## config.mk

```make
export PLATFORM = sky130hd
export DESIGN_NAME = kf3_ctrl
export DESIGN_NICKNAME = d
export VERILOG_FILES = /design/src/hdl/kf3_pkg.sv /design/src/hdl/kf3_ctrl.sv
export SDC_FILE = /design/constraint.sdc
export NUM_CORES = 1
export LEC_CHECK = 0
export BUFFER_PORTS_ARGS = -buffer_cell sky130_fd_sc_hd__buf_4
export CAP_MARGIN = 20
export CORE_UTILIZATION = 47
export DETAILED_ROUTE_END_ITERATION = 10
export PLACE_DENSITY = 0.76
export REMOVE_ABC_BUFFERS = 1
export SLEW_MARGIN = 10
export SYNTH_ARGS = -nofsm -noshare
export SYNTH_HDL_FRONTEND = slang
export SYNTH_SLANG_ARGS = --single-unit
```

## constraint.sdc

```tcl
create_clock -name clk_i -period 1.64 [get_ports clk_i]
set_clock_uncertainty 0.15 [all_clocks]
set_input_delay 0 -clock clk_i [delete_from_list [all_inputs] [get_ports clk_i]]
set_output_delay 0 -clock clk_i [all_outputs]
set_load 0.02 [all_outputs]
```

## src/hdl/kf3_pkg.sv

```systemverilog
// Types and codes shared by the three-state Kalman filter modules.
package kf3_pkg;

  // Configuration port geometry.
  localparam int CfgIdxW  = 3;
  localparam int CfgDataW = 64;

  // Register indexes on the configuration port.
  typedef enum logic [CfgIdxW-1:0] {
    CFG_A_ROW_0    = 3'd0,
    CFG_A_ROW_1    = 3'd1,
    CFG_A_ROW_2    = 3'd2,
    CFG_B_AND_Q    = 3'd3,
    CFG_H_AND_R    = 3'd4,
    CFG_P0_UPPER_A = 3'd5,
    CFG_P0_UPPER_B = 3'd6
  } cfg_idx_e;

  // Operation codes carried by the mode field.
  typedef enum logic [2:0] {
    MODE_PREDICT     = 3'd0,
    MODE_CORRECT     = 3'd1,
    MODE_INIT_VALUES = 3'd2,
    MODE_INIT_ZERO   = 3'd3,
    MODE_SET_THIRD   = 3'd4,
    MODE_BASE        = 3'd5
  } mode_e;

  // Result status codes.
  typedef enum logic [1:0] {
    ST_OK       = 2'd0,
    ST_NOT_INIT = 2'd1,
    ST_SINGULAR = 2'd2
  } status_e;

  // Dot-product phases of the multiply-accumulate sequence.
  typedef enum logic [2:0] {
    PH_XP,  // predicted state
    PH_T,   // A P
    PH_PP,  // (A P) A^T + Q
    PH_V,   // P' H^T
    PH_U,   // H P'
    PH_S,   // innovation variance
    PH_HX   // predicted measurement
  } phase_e;

  // Controller states.
  typedef enum logic [3:0] {
    S_IDLE,
    S_DECODE,
    S_MAC,
    S_DRAIN,
    S_COMMIT,
    S_CHECK,
    S_DMUL,
    S_DSTART,
    S_DWAIT,
    S_DWB,
    S_FIN
  } kf3_state_e;

  // Input item.
  typedef struct packed {
    logic [2:0]         mode;
    logic signed [31:0] first_value;
    logic signed [31:0] second_value;
    logic signed [31:0] third_value;
  } kf3_in_t;

  // Result item.
  typedef struct packed {
    logic [1:0]         status;
    logic signed [31:0] estimate_0;
    logic signed [31:0] estimate_1;
    logic signed [31:0] estimate_2;
  } kf3_out_t;

  // Commands from the controller to the datapath.
  typedef struct packed {
    logic       capture;    // latch the input item
    logic       simple;     // apply an initialise, set-third or base operation
    logic       mac;        // issue one multiply-accumulate term
    phase_e     phase;
    logic [1:0] i;
    logic [1:0] j;
    logic [1:0] k;
    logic       first;      // first term of a dot product
    logic       last;       // last term of a dot product
    logic       commit;     // copy the predicted state into the estimate
    logic       calc_e;     // form the innovation
    logic       div_sel;    // 0: state update, 1: covariance update
    logic       div_mul;    // form the dividend
    logic       div_start;  // launch the divider
    logic       div_wb;     // write back the updated entry
    logic       out_load;   // load the result register
    status_e    status;
  } kf3_cmd_t;

  // Status from the datapath to the controller.
  typedef struct packed {
    logic [2:0] mode;
    logic       s_zero;
    logic       div_done;
    logic       out_busy;
  } kf3_sts_t;

endpackage

```

## src/hdl/kf3_ctrl.sv

```systemverilog
// Controller: sequences the dot products, divisions and result transfer.
module kf3_ctrl
  import kf3_pkg::*;
(
  input  logic     clk_i,
  input  logic     rst_ni,
  input  logic     in_valid_i,
  output logic     in_stall_o,
  input  kf3_sts_t sts_i,
  output kf3_cmd_t cmd_o
);

  kf3_state_e state_q, state_d;
  phase_e     phase_q, phase_d;
  logic [1:0] i_q, i_d;
  logic [1:0] j_q, j_d;
  logic [1:0] k_q, k_d;
  logic       dsel_q, dsel_d;
  status_e    status_q, status_d;
  logic       init_q, init_d;
  logic       phase_done;

  // State and loop counters.
  always_ff @(posedge clk_i or negedge rst_ni) begin
    if (!rst_ni) begin
      state_q  <= S_IDLE;
      phase_q  <= PH_XP;
      i_q      <= '0;
      j_q      <= '0;
      k_q      <= '0;
      dsel_q   <= 1'b0;
      status_q <= ST_OK;
      init_q   <= 1'b0;
    end else begin
      state_q  <= state_d;
      phase_q  <= phase_d;
      i_q      <= i_d;
      j_q      <= j_d;
      k_q      <= k_d;
      dsel_q   <= dsel_d;
      status_q <= status_d;
      init_q   <= init_d;
    end
  end

  // Next state and commands.
  always_comb begin
    state_d    = state_q;
    phase_d    = phase_q;
    i_d        = i_q;
    j_d        = j_q;
    k_d        = k_q;
    dsel_d     = dsel_q;
    status_d   = status_q;
    init_d     = init_q;
    phase_done = 1'b0;
    in_stall_o = 1'b1;
    cmd_o         = '0;
    cmd_o.phase   = phase_q;
    cmd_o.i       = i_q;
    cmd_o.j       = j_q;
    cmd_o.k       = k_q;
    cmd_o.div_sel = dsel_q;
    cmd_o.status  = status_q;

    unique case (state_q)
      S_IDLE: begin
        in_stall_o = 1'b0;
        if (in_valid_i) begin
          cmd_o.capture = 1'b1;
          state_d       = S_DECODE;
        end
      end

      S_DECODE: begin
        status_d = ST_OK;
        i_d      = '0;
        j_d      = '0;
        k_d      = '0;
        unique case (sts_i.mode) inside
          MODE_PREDICT, MODE_CORRECT: begin
            if (!init_q) begin
              status_d = ST_NOT_INIT;
              state_d  = S_FIN;
            end else begin
              phase_d = PH_XP;
              state_d = S_MAC;
            end
          end
          MODE_INIT_VALUES, MODE_INIT_ZERO: begin
            cmd_o.simple = 1'b1;
            init_d       = 1'b1;
            state_d      = S_FIN;
          end
          MODE_SET_THIRD, MODE_BASE: begin
            cmd_o.simple = 1'b1;
            state_d      = S_FIN;
          end
          default: state_d = S_FIN;
        endcase
      end

      // One term per cycle; the datapath registers each product first and then stores a finished sum.
      S_MAC: begin
        cmd_o.mac   = 1'b1;
        cmd_o.first = (k_q == 2'd0);
        cmd_o.last  = (k_q == 2'd2);
        if (k_q != 2'd2) begin
          k_d = k_q + 2'd1;
        end else begin
          k_d = '0;
          if (phase_q == PH_S || phase_q == PH_HX) begin
            phase_done = 1'b1;
          end else if (phase_q == PH_T || phase_q == PH_PP) begin
            if (j_q != 2'd2) begin
              j_d = j_q + 2'd1;
            end else begin
              j_d = '0;
              if (i_q != 2'd2) i_d = i_q + 2'd1;
              else phase_done = 1'b1;
            end
          end else if (i_q != 2'd2) begin
            i_d = i_q + 2'd1;
          end else begin
            phase_done = 1'b1;
          end
          if (phase_done) begin
            i_d = '0;
            j_d = '0;
            if (phase_q == PH_HX || sts_i.mode == MODE_PREDICT) begin
              state_d = S_DRAIN;
            end else begin
              unique case (phase_q)
                PH_XP:   phase_d = PH_T;
                PH_T:    phase_d = PH_PP;
                PH_PP:   phase_d = PH_V;
                PH_V:    phase_d = PH_U;
                PH_U:    phase_d = PH_S;
                PH_S:    phase_d = PH_HX;
                default: phase_d = PH_XP;
              endcase
            end
          end
        end
      end

      S_DRAIN: begin
        state_d = (sts_i.mode == MODE_PREDICT) ? S_COMMIT : S_CHECK;
      end

      S_COMMIT: begin
        cmd_o.commit = 1'b1;
        state_d      = S_FIN;
      end

      S_CHECK: begin
        cmd_o.calc_e = 1'b1;
        dsel_d       = 1'b0;
        i_d          = '0;
        j_d          = '0;
        if (sts_i.s_zero) begin
          status_d = ST_SINGULAR;
          state_d  = S_FIN;
        end else begin
          state_d = S_DMUL;
        end
      end

      S_DMUL: begin
        cmd_o.div_mul = 1'b1;
        state_d       = S_DSTART;
      end

      S_DSTART: begin
        cmd_o.div_start = 1'b1;
        state_d         = S_DWAIT;
      end

      S_DWAIT: begin
        if (sts_i.div_done) state_d = S_DWB;
      end

      // State entries first, then the covariance row by row.
      S_DWB: begin
        cmd_o.div_wb = 1'b1;
        state_d      = S_DMUL;
        if (!dsel_q) begin
          if (i_q != 2'd2) begin
            i_d = i_q + 2'd1;
          end else begin
            i_d    = '0;
            dsel_d = 1'b1;
          end
        end else if (j_q != 2'd2) begin
          j_d = j_q + 2'd1;
        end else begin
          j_d = '0;
          if (i_q != 2'd2) begin
            i_d = i_q + 2'd1;
          end else begin
            i_d     = '0;
            state_d = S_FIN;
          end
        end
      end

      S_FIN: begin
        if (!sts_i.out_busy) begin
          cmd_o.out_load = 1'b1;
          state_d        = S_IDLE;
        end
      end

      default: state_d = S_IDLE;
    endcase
  end

`ifndef ASSERT_OFF
  a_mac_needs_init: assert property (@(posedge clk_i) disable iff (!rst_ni)
    (state_q == S_MAC) |-> init_q)
    else $error("filter arithmetic started before initialisation");

  a_singular_from_correct: assert property (@(posedge clk_i) disable iff (!rst_ni)
    (state_q == S_FIN && status_q == ST_SINGULAR) |-> (sts_i.mode == MODE_CORRECT))
    else $error("singular status outside a correction");

  a_wb_after_div: assert property (@(posedge clk_i) disable iff (!rst_ni)
    (state_q == S_DWB) |-> $past(sts_i.div_done))
    else $error("write-back without a finished division");
`endif

endmodule

```

Word level (Yosys, flattened, before mapping)
Cells that the tools add are included.
Word-level totals
  latch bits: 0
  ROM bits: 0
  bits in writable memories: 0
  register bits: 17
  output and inout port bits: 24
  memories kept: 0
Cells by class
  $lt $le $gt $ge: 0
  add/subtract/negate cells: 3
  div/mod/pow operators: 0
  eq/ne operators: 40
  bitwise gates (word level): 0
  mux-type cells: 66
  reductions and logical operators: 21
  $mul: 0
  shift operators: 0
Operators with widths (count)
  $mux W4: 12
  $pmux W4 S11: 1
  $mux W2: 18
  $ne A2 B2 Y1 const B: 13
  $mux W1: 23
  $pmux W3 S6: 1
  $eq A4 B3 Y1 const B: 4
  $eq A3 B3 Y1 const B: 5
  $mux W3: 5
  $eq A3 B2 Y1 const B: 4
  $eq A4 B4 Y1 const B: 3
  $pmux W2 S3: 2
  $reduce_and A6 Y1: 2
  $reduce_and A5 Y1: 2
  $ne A3 B3 Y1 const B: 3
  $eq A4 B2 Y1 const B: 2
  $pmux W2 S2: 2
  $add A2 B1 Y2 const B: 3
  $eq A3 B1 Y1 const B: 2
  $logic_not A3 Y1: 2
  $pmux W3 S2: 1
  $reduce_bool A2 Y1: 3
  $reduce_or A2 Y1: 3
  $eq A4 B1 Y1 const B: 1
  other kinds (10): 13

Depth between registers and ports, before layout
Gate-level depths: netlist (run 1).
  word-level depth: 10
  depth in mapped cells: 6
  mapped depth without buffers: 6

Worst setup path before layout (run 1)
OpenSTA, ideal clock, no wires.
  path kind: register -> register
  from: reg state_q[2]
  to: reg i_q[0]
  arrival: 1.621 ns
  stages on the path, launching flop included: 6
  setup time: 0.128 ns
  path slack: -0.259 ns
  path through: dfrtp_1 > nor4bb_1 > clkbuf_1 > a32o_1 > a21oi_1 > mux2_1
Between the ends
  cells in the longest elaborated chain, start to end: 4
  elaborated cells between the ends (all ways): 12
  classes of those cells: eq/ne (8); mux (1); reduce/logical (3)
RTL lines
  start, declared: RTL line kf3_ctrl.sv:13  | kf3_state_e state_q, state_d;
  start signal, assigned: RTL line kf3_ctrl.sv:35  | state_q <= state_d;
  $eq A4 B3 Y1 or $eq A4 B1 Y1 (tied branches): RTL line kf3_ctrl.sv:66  | unique case (state_q)
  $reduce_or A2 Y1 (no line)
  $reduce_bool A3 Y1 (no line)
  $reduce_and A5 Y1 (no line)
  end signal, assigned: RTL line kf3_ctrl.sv:37  | i_q <= i_d;
  end, declared: RTL line kf3_ctrl.sv:15  | logic [1:0] i_q, i_d;
Several ways; a longest one is shown, not always the timed one.
A chain may end at the register's enable or synchronous reset.

Worst setup path in the final report (run 1)
  from: reg state_q[0]
  to: reg j_q[0]
Between the ends
  cells in the longest elaborated chain, start to end: 4
  elaborated cells between the ends (all ways): 12
  classes of those cells: eq/ne (8); mux (1); reduce/logical (3)
RTL lines
  $eq A4 B3 Y1 or $eq A4 B1 Y1 (tied branches): RTL line kf3_ctrl.sv:66
  $reduce_or A2 Y1 (no line)
  $reduce_bool A3 Y1 (no line)
  $reduce_and A5 Y1 (no line)
  end signal, assigned: RTL line kf3_ctrl.sv:38  | j_q <= j_d;
  end, declared: RTL line kf3_ctrl.sv:16  | logic [1:0] j_q, j_d;
Several ways; a longest one is shown, not always the timed one.

==> results of run 1 <==
-- cells in the mapped netlist (all sizes together), types with 2 or more instances --
library cell / n / area share, %
inv: 9 / 3.0
o211ai: 2 / 1.2
buf: 6 / 3.1
nor3: 7 / 2.9
a221oi: 2 / 1.4
xnor2: 2 / 1.4
nand2b: 8 / 4.9
o221ai: 2 / 1.4
o21a: 2 / 1.2
a32o: 3 / 2.5
o21ai: 12 / 4.9
a21oi: 5 / 2.1
a22oi: 2 / 1.2
o31ai: 3 / 1.8
clkbuf: 4 / 1.3
nand3: 2 / 0.82
dfrtp: 17 / 35
ha: 3 / 3.1
or4: 2 / 1.2
nor2b: 7 / 3.6
nand2: 8 / 2.5
nor2: 12 / 3.9
-- worst register-to-register path, stage by stage, from the launching register on --
cell and delay [ps]:
dfrtp_1 440, nand2b_4 160, nand2b_4 140, inv_4 50, a32o_1 280, or4_4 430, o21ai_2 120
-- per-layer routing --
metal / up-vias / part of all wire, %
met5: - / 0
met4: 0 / 0.76
met3: 4 / 5.2
met2: 43 / 52
met1: 660 / 42
li1: 656 / -
-- cell families after synthesis --
group           after synthesis  synth area share [%]
xor+xnor                      3                 2.159
simple gates                 52                 23.64
compound gates               46                 27.03
flops                        17                 34.94
buf+inv                      19                 7.399
fa+ha+maj                     3                 3.084
mux                           2                 1.747
-- repair_timing --
action	4_1_cts	5_1_grt
gates resized for setup	16	20
endpoints found under the hold margin	22	17
endpoints found under the setup margin	12	33
buffers inserted	2	1
hold buffers	7	1
pin swaps	3	7
-- power by group --
part | internal [uW] | switching [uW] | total [uW] | leakage, uW
clock network | 95.0 | 144 | 239 | 0.0000150
registers | 602 | 188 | 790 | 0.000206
logic | 1350 | 1490 | 2840 | 0.000660
total | 2050 | 1820 | 3870 | 0.000881
-- registers in the layout (all words and copies together), names as in the netlist --
signal / cells
state_q: 4
i_q: 2
status_q: 2
init_q: 1
k_q: 2
dsel_q: 1
phase_q: 3
j_q: 2
-- final cells by class --
class	count	area, um^2	area share (%)
clock buffers	4	26.28	1.362
inverters	9	36.28	1.881
multi-input cells	106	820.8	42.54
flip-flops and latches	17	427.9	22.18
well taps	30	37.54	1.946
repair buffers	73	580.6	30.09
-- placed cells by master (no fill, tap or decap), types with 2 or more instances in the layout --
| cell | Yosys | layout |
|---|---|---|
| dfrtp_1 | 17 | 15 |
| nor2_2 | 1 | 2 |
| a22oi_2 | 0 | 2 |
| inv_1 | 8 | 8 |
| buf_4 | 3 | 62 |
| o221ai_1 | 2 | 2 |
| nand3_1 | 2 | 2 |
| o211ai_1 | 2 | 2 |
| a21oi_2 | 0 | 2 |
| dfrtp_2 | 0 | 2 |
| buf_6 | 0 | 4 |
| ha_1 | 3 | 3 |
| a32o_1 | 3 | 3 |
| nor2_1 | 11 | 9 |
| a221oi_1 | 2 | 2 |
| a21oi_1 | 5 | 3 |
| nand2_1 | 8 | 7 |
| nor3_1 | 7 | 5 |
| nand2b_1 | 6 | 5 |
| o21ai_0 | 11 | 9 |
| o21ai_1 | 1 | 2 |
| dlygate4sd3_1 | 0 | 7 |
| o31ai_2 | 0 | 2 |
| nand2b_4 | 1 | 2 |
| clkbuf_4 | 0 | 3 |
| nor2b_1 | 7 | 6 |
| xnor2_1 | 2 | 2 |
-- path summary, 6_finish.rpt --
| path | cells past startpoint | start | to |
|---|---|---|---|
| max | 6 | state_q[0] | j_q[0] |
| min in group asynchronous | 3 | rst_ni | status_q[0] |
| min | 5 | sts_i[3] | state_q[0] |
| max in group asynchronous | 3 | rst_ni | state_q[3] |
| max reg2reg | 6 | state_q[0] | j_q[0] |
| min reg2reg | 1 | init_q | init_q |
-- metrics by stage --
step                power [uW]  hold WS [ps]  TNS (ps)  worst slack [ps]  instances
CTS                       3636         52.42     -1257            -166.3        240
finish                    3872         52.44     -1232            -192.7        239
global placement          3117        -270.6    -390.5            -90.37        227
floorplan                 2067        -445.6     -4559            -984.7        132
detailed placement        3213        -267.9    -957.3            -197.7        227
global route              4124         96.53     -1881            -248.1        239
==> key figures, run 1 <==
Worst setup path
  • Most Frequent Cell on Critical Path: nand2b_4
  • WS Path Type: register to register
  • CP Capture Type: register
  • Cell family with most CP delay: simple AND/OR/NAND/NOR gates
  • Critical Path Start Type: register
  • Reg2reg setup slack: -190 ps
  • Crit Path Max Fanout: 5
  • Buf+Inv Stages, Crit Path: 1
  • Required time worst endpoint: about 1700 ps
  • Crit path cell chain: nand2b_4, nand2b_4, inv_4, a32o_1, or4_4, o21ai_2
  • Slowest cell on the critical path: dfrtp_1
  • Worst EP arrival: 1920 ps
  • Max incr delay on CP: roughly 440 ps

Synthesis
  • Cell count after synthesis: between 100 and 150
  • Main synth FF type: dfrtp_1
  • Synth Register Bits: 17
  • Mapped Area: ~1200 um^2
  • EDFF count, synth: 0
  • Sequential share of the synthesized area: 34.94%
  • YS warnings: 0
  • Avg Cell Area, Syn: 8.573 um^2
  • Fraction of registers with async set/reset: 100.0%
  • Unique masters post-synth: just over 50

Min path
  • Worst Hold Class: input pin to register

GRT
  • Vias in the first global route: between 1k and 1.5k
  • Met1 Use GR: between 30% and 40%
  • Initial antenna violation count: 0
  • M3 GR Usage: slightly above 5%
  • Met2 Usage GRT: about half
  • Tot GR Track Use: between 20% and 30%
  • Grt total ovfl: 0
  • Global-route wire length before repair: approximately 5800 um
  • Gr busiest metal: met2
  • Largest net degree at the start of global routing: 18

Run status
  • Run status: complete, but fails checks
  • Failing checks: negative setup slack

Clock tree
  • Htree depth: 1
  • Longest Clk Path Bufs: 2
  • Worst skew pair latency: around 300 ps
  • Clock transition at path regs: approximately 110 ps
  • Root buffer cell: clkbuf_4
  • CTS tree: done
  • CTS Sinks: 17
  • CTS buffer count: 3

Pwr
  • Pwr Density: ~2000 nW/um^2
  • VDD IR max: roughly 1.6 mV
  • LEAKAGE: 0.0008809 uW

Timing
  • Fmax: roughly 550 MHz
  • Worst Max-Slew Pin Slew: 401.5 ps
  • # setup viols final: 11
  • Period utilisation layout: 111.7%
  • RSZ-0062 raised after global routing: true
  • Max Slew Vio Count: 0
  • Final Hold Fails: 0
  • Minimum clock period: ~1800 ps
  • Max_slew headroom: between 70% and 80%
  • Final Worst Setup Slack: -192.7 ps

Final layout
  • Layout cells sized above 1: 48.33%
  • Syn-to-layout area delta: 58.48%
  • Net count, final: around 220
  • Final Instance Area: 1929 um^2
  • Antenna diodes: 0
  • Fill cell total of the finished layout: between 150 and 200
  • Layout Utilization: between 70% and 80%

Floorplanning
  • Ports: 33
  • Starting Density: between 40% and 50%
  • Die width: between 50 and 60 um
  • Core Region: 2455 um^2
  • Row count: 18
  • Die Span Y: ~53 um
  • Die area: 2798 um^2

Detailed routing
  • Detail Route Antenna Nets: 0
  • Drt wl/cell: 16.06 um
  • Post-detailed-routing wire length: approximately 3800 um
  • Drt first-iter violations: 55
  • Residual DRC: 0
  • Via count: around 1.4k
  • DR vias/cell: around 5.7
  • Router iterations before antenna repair: 4

Placement
  • Gpl congestion: approximately 0.85
  • DP Area: ~1700 um^2
  • Detailed-placement wirelength estimate: approximately 2700 um
  • IO Port Bufs: 32

Run
  • Max Cap Violations: 0
Note: power is estimated with default switching activity, not from simulation.
==> run 2: changes to the inputs <==
--- a/config.mk
+++ b/config.mk
@@ -7,9 +7,9 @@
 export LEC_CHECK = 0
 export BUFFER_PORTS_ARGS = -buffer_cell sky130_fd_sc_hd__buf_4
 export CAP_MARGIN = 20
-export CORE_UTILIZATION = 47
+export CORE_UTILIZATION = 52
 export DETAILED_ROUTE_END_ITERATION = 10
-export PLACE_DENSITY = 0.76
+export PLACE_DENSITY = 0.79
 export REMOVE_ABC_BUFFERS = 1
 export SLEW_MARGIN = 10
 export SYNTH_ARGS = -nofsm -noshare
==> constraint.sdc (replaced) <==
create_clock -name clk_i -period 2.05 [get_ports clk_i]
set_clock_uncertainty 0.15 [all_clocks]
set_input_delay 0 -clock clk_i [delete_from_list [all_inputs] [get_ports clk_i]]
set_output_delay 0 -clock clk_i [all_outputs]
set_load 0.02 [all_outputs]
==> run 2 against run 1 <==
The run now ends clean. First-iteration DRC count decreased by 22%. Flip-flop and latch count unchanged. Via count decreased by 6.5%. Critical path depth unchanged. Power decreased by 35%. Combinational power decreased by 42%. Die area decreased by 9.3%. Worst hold slack improved by 47 ps. Final area decreased by 16%. Global-route usage increased by 0.69 points. Largest cell class unchanged. Largest power group unchanged.
==> key figures, run 2 (synthesized netlist as in run 1, its figures left out) <==
Detailed routing
  • Detail Route Antenna Nets: 0
  • Drt first-iter violations: 43
  • DR vias/cell: 5.958
  • Via count: about 1.3k
  • Router iterations before antenna repair: 7
  • Post-detailed-routing wire length: ~3400 um
  • Drt wl/cell: roughly 16 um
  • Residual DRC: 0

Pwr
  • Combinational Power Share: between 60% and 70%
  • LEAKAGE: 0.0007341 uW
  • Switching Share: 48.94%
  • Internal power: around 1300 uW
  • VDD IR max: approximately 1 mV
  • Reg power frac: between 20% and 30%
  • Design Power: ~2500 uW
  • Psw: 1233 uW
  • Clock network fraction of design power: about 7.6%
  • Pwr Density: between 1500 and 2000 nW/um^2

Worst setup path
  • WS Path Type: register to output port
  • Critical Path Start Type: register
  • Max incr delay on CP: around 430 ps
  • CP Capture Type: output port
  • Most Frequent Cell on Critical Path: buf_4
  • Reg2reg setup slack: around 120 ps
  • R2R depth: 6
  • Crit path cell chain: buf_4, nor2b_1, buf_4, nand2_1, nor2_1, buf_4
  • Slowest cell on the critical path: dfrtp_1
  • Required time worst endpoint: 1900 ps
  • Worst EP arrival: between 1500 and 2000 ps
  • Crit Path Max Fanout: 15

Run
  • Max Cap Violations: 0

Final layout
  • Most frequent cells in the layout: 42 x buf_4, 17 x dfrtp_1, 11 x nor2_1, 11 x o21ai_0
  • Max FFs per register: 4
  • Syn-to-layout area delta: 33.09%
  • Biggest register: state_q
  • Largest regs: state_q (4), phase_q (3)
  • Non-filler cells, final: about 210
  • Layout cells sized above 1: between 20% and 30%
  • Most common cell after layout, fill and taps aside: buf_4
  • Register area: between 400 and 500 um^2
  • Fill cell total of the finished layout: roughly 180
  • Net count, final: 199
  • Multi-input logic area: 701.9 um^2
  • Final Instance Area: roughly 1600 um^2
  • Antenna diodes: 0

Placement
  • Gpl congestion: roughly 0.8
  • Dpl cells: around 200
  • DP Area: around 1500 um^2
  • Detailed-placement wirelength estimate: between 2000 and 2500 um
  • IO Port Bufs: 32

GRT
  • Vias in the first global route: 1,223
  • Global-route wire length before repair: 5554 um
  • Initial antenna violation count: 0
  • Tot GR Track Use: 29.74%
  • Grt total ovfl: 0
  • Largest net degree at the start of global routing: 18

Floorplanning
  • Starting Density: between 50% and 60%
  • Die Span Y: 50.39 um
  • Die area: between 2000 and 3000 um^2
  • Core Region: around 2200 um^2
  • Die width: about 50 um
  • Ports: 33
  • Row count: 17

Timing
  • Fmax: 512.8 MHz
  • Final Hold Fails: 0
  • Worst Max-Slew Pin Slew: 812.1 ps
  • Minimum clock period: between 1500 and 2000 ps
  • Period utilisation layout: approximately 95%
  • Max Slew Vio Count: 0
  • RSZ-0062 raised after global routing: true
  • Final setup TNS: 0 ps
  • # setup viols final: 0
  • Max_slew headroom: between 40% and 50%

Clock tree
  • Htree depth: 1
  • CTS buffer count: 3
  • Worst skew pair latency: 300 ps
  • CTS resizes: 0
  • Root buffer cell: clkbuf_4
  • Longest Clk Path Bufs: 2
  • CTS Sinks: 17
  • Clock transition at path regs: approximately 100 ps
  • CTS tree: done

Min path
  • Worst hold path cell count: 5
  • Worst Hold Class: input pin to register

Run status
  • Run status: complete, no violations
run 2: area by class of cell:
cell class | instances | share of cell area (%)
clock buffer | 4 | 1.622
inverter | 9 | 2.239
multi-input combinational | 106 | 43.32
sequential | 17 | 26.25
tap | 28 | 2.162
timing repair buffer | 50 | 24.40
run 2: path summary, 6_finish.rpt:
path                                   from          end
worst min register to register  status_q[1]  status_q[1]
worst max register to register       i_q[0]   state_q[0]
worst min-delay path               sts_i[3]   state_q[0]
min in group asynchronous            rst_ni       dsel_q
worst max-delay path             state_q[1]    cmd_o[21]
max in group asynchronous            rst_ni  status_q[0]
run 2: what timing repair did:
action / 4_1_cts / 5_1_grt
hold buffers: 8 / 0
buffers inserted: 0 / 0
setup endpoints to repair: 0 / 1
hold endpoints to repair: 22 / 0
run 2: metrics by stage:
| stage | util (%) | hold slack [ps] | worst slack (ps) |
|---|---|---|---|
| floorplan | - | -445.6 | -574.7 |
| global placement | 68.44 | -271.6 | 236.8 |
| detailed placement | 68.44 | -266.5 | 176.8 |
| CTS | 73.25 | 84.49 | 127.7 |
| global route | 73.25 | 135.4 | -9.234 |
| finish | 73.25 | 99.85 | 99.79 |
run 2: critical path: cells and delay by family, from the launching register on:
family | cells | cell delay, ps
DFF | 1 | 430
buffers and inverters | 3 | 540
and+or+nand+nor | 3 | 520
run 2: power groups by stage:
stage | registers (uW) | clock network, uW | logic [uW]
finish | 666 | 192 | 1660
global route | 693 | 205 | 1800
CTS | 662 | 197 | 1650
detailed placement | 668 | 0 | 1600
global placement | 654 | 0 | 1560
floorplan | 802 | 0 | 852
run 2: routing by layer:
metal / routed length, um / GRT usage (%)
met1: 1408 / 34.97
met5: 0 / 0
met3: 219 / 4.242
met4: 95 / 14.81
met2: 1680 / 52.22
==> run 3: changes to the inputs <==
--- a/config.mk
+++ b/config.mk
@@ -10,6 +10,7 @@
 export CORE_UTILIZATION = 52
 export DETAILED_ROUTE_END_ITERATION = 10
 export PLACE_DENSITY = 0.79
+export RECOVER_POWER = 25
 export REMOVE_ABC_BUFFERS = 1
 export SLEW_MARGIN = 10
 export SYNTH_ARGS = -nofsm -noshare
==> run 3 against run 2 <==
Maximum frequency rose by 0.52%. Power is 1.8% lower. Cell count did not move. Register-to-register slack is essentially flat. First-iteration DRC count decreased by 12%. Worst hold slack worse by 1.2 ps. Combinational power is 2% lower. Die area did not move. Largest cell class unchanged. Critical path type unchanged. Flip-flop and latch count unchanged. Final area shrank 1.6%.
==> key figures, run 3 (synthesized netlist as in run 1, its figures left out) <==
Worst setup path
  • Required time worst endpoint: 1900 ps
  • Worst EP arrival: 1790 ps
  • CP Capture Type: output port
  • Reg2reg setup slack: 120 ps
  • WS Path Type: register to output port
  • Crit Path Max Fanout: 15
  • Critical Path Start Type: register

Final layout
  • Multi-input logic area: approximately 700 um^2
  • Net count, final: between 150 and 200
  • Syn-to-layout area delta: 30.94%
  • Most common cell after layout, fill and taps aside: buf_4
  • Max FFs per register: 4
  • Antenna diodes: 0
  • Layout Utilization: between 70% and 80%
  • Fill cell total of the finished layout: between 150 and 200
  • Largest regs: state_q (4), phase_q (3)
  • Register area: 425.4 um^2
  • Biggest register: state_q
  • Layout cells sized above 1: 24.19%
  • Most frequent cells in the layout: 35 x buf_4, 17 x dfrtp_1, 11 x nor2_1, 11 x o21ai_0

Run status
  • Run status: complete, no violations

Timing
  • Fmax: 515.5 MHz
  • Max_slew headroom: approximately 45%
  • # setup viols final: 0
  • Worst Max-Slew Pin Slew: roughly 800 ps
  • Minimum clock period: around 1900 ps
  • Max Slew Vio Count: 0
  • Final setup TNS: 0 ps
  • RSZ-0062 raised after global routing: true
  • Final Hold Fails: 0
  • Period utilisation layout: between 90% and 100%

Clock tree
  • Worst skew pair latency: 300 ps
  • Root buffer cell: clkbuf_4
  • CTS Sinks: 17
  • Htree depth: 1
  • CTS tree: done
  • Clock transition at path regs: around 100 ps
  • CTS buffer count: 3
  • Longest Clk Path Bufs: 2
  • CTS resizes: 0

GRT
  • Grt total ovfl: 0
  • Largest net degree at the start of global routing: 18
  • Tot GR Track Use: just under 30%
  • Initial antenna violation count: 0
  • Global-route wire length before repair: between 5000 and 6000 um
  • Vias in the first global route: between 1k and 1.5k

Pwr
  • Reg power frac: between 20 and 30%
  • Switching Share: 49.79%
  • LEAKAGE: about 0.00071 uW
  • Pwr Density: about 1600 nW/um^2
  • Clock network fraction of design power: under 10%
  • VDD IR max: approximately 1 mV
  • Psw: 1232 uW
  • Combinational Power Share: roughly two thirds
  • Internal power: between 1000 and 1500 uW

Floorplanning
  • Die area: between 2000 and 3000 um^2
  • Ports: 33
  • Row count: 17
  • Starting Density: a little under three fifths
  • Core Region: approximately 2200 um^2
  • Die Span Y: about 50 um
  • Die width: just over 50 um

Detailed routing
  • Router iterations before antenna repair: 5
  • DR vias/cell: 5.977
  • Post-detailed-routing wire length: around 3400 um
  • Drt first-iter violations: 38
  • Drt wl/cell: between 15 and 20 um
  • Residual DRC: 0
  • Detail Route Antenna Nets: 0
  • Via count: approximately 1.3k

Min path
  • Worst Hold Class: input pin to register

Run
  • Max Cap Violations: 0

Placement
  • Gpl congestion: 0.8048
  • Detailed-placement wirelength estimate: ~2400 um
  • IO Port Bufs: 32
## run 3: cell count changes in the layout (fill, tap and decap cells not counted)
| cell | before | now |
|---|---|---|
| clkbuf_1 | 1 | 8 |
| buf_4 | 42 | 35 |
## run 3: power groups by stage
stage                     Clock [uW]  Combinational (uW)  Sequential (uW)
after floorplan                    0                 852              802
after global placement             0                1560              654
after detailed placement           0                1600              668
after CTS                        197                1650              662
after global routing             205                1750              692
final                            192                1620              664
## run 3: final cells by class
class / count / share of cell area (%)
Clock buffer: 4 / 1.648
Timing Repair Buffer: 50 / 23.16
Inverter: 9 / 2.276
Tap cell: 28 / 2.198
Sequential cell: 17 / 26.69
Multi-Input combinational cell: 106 / 44.03
## run 3: timing repair
item	4_1_cts	5_1_grt
hold buffers	8	0
setup buffers	0	0
endpoints found under the hold margin	22	0
endpoints found under the setup margin	0	1
## run 3: per-stage QoR
stage	total power (uW)	instances	instance area, um^2	setup WS, ps	hold WS, ps
after floorplan	1654	132	1164	-574.7	-445.6
after global placement	2214	202	1514	236.8	-271.6
after detailed placement	2272	202	1514	176.8	-266.5
after CTS	2509	214	1620	127.7	84.49
after global routing	2649	214	1594	-9.234	135.4
final	2475	214	1594	110.0	98.62
## run 3: worst max-delay path, stage by stage (launching register included)
cell     delay [ps]
dfrtp_1         430
buf_4           200
nor2b_1         210
buf_4           180
nand2_1         150
nor2_1          160
buf_4           160
## run 3: path summary, 6_finish.rpt
path,start,to,cells past startpoint
min in group asynchronous,rst_ni,dsel_q,3
worst max-delay path,state_q[1],cmd_o[21],6
worst max register to register,i_q[0],state_q[0],6
worst min register to register,status_q[1],status_q[1],1
worst min-delay path,sts_i[3],state_q[0],5
max in group asynchronous,rst_ni,status_q[0],3
## run 3: routing by layer
metal / track usage (%) / part of all wire, % / wire, um
met5: 0 / 0 / 0
met3: 4.242 / 6.6 / 225
met4: 14.81 / 2.5 / 86
met2: 52.22 / 50 / 1710
met1: 34.97 / 41 / 1382
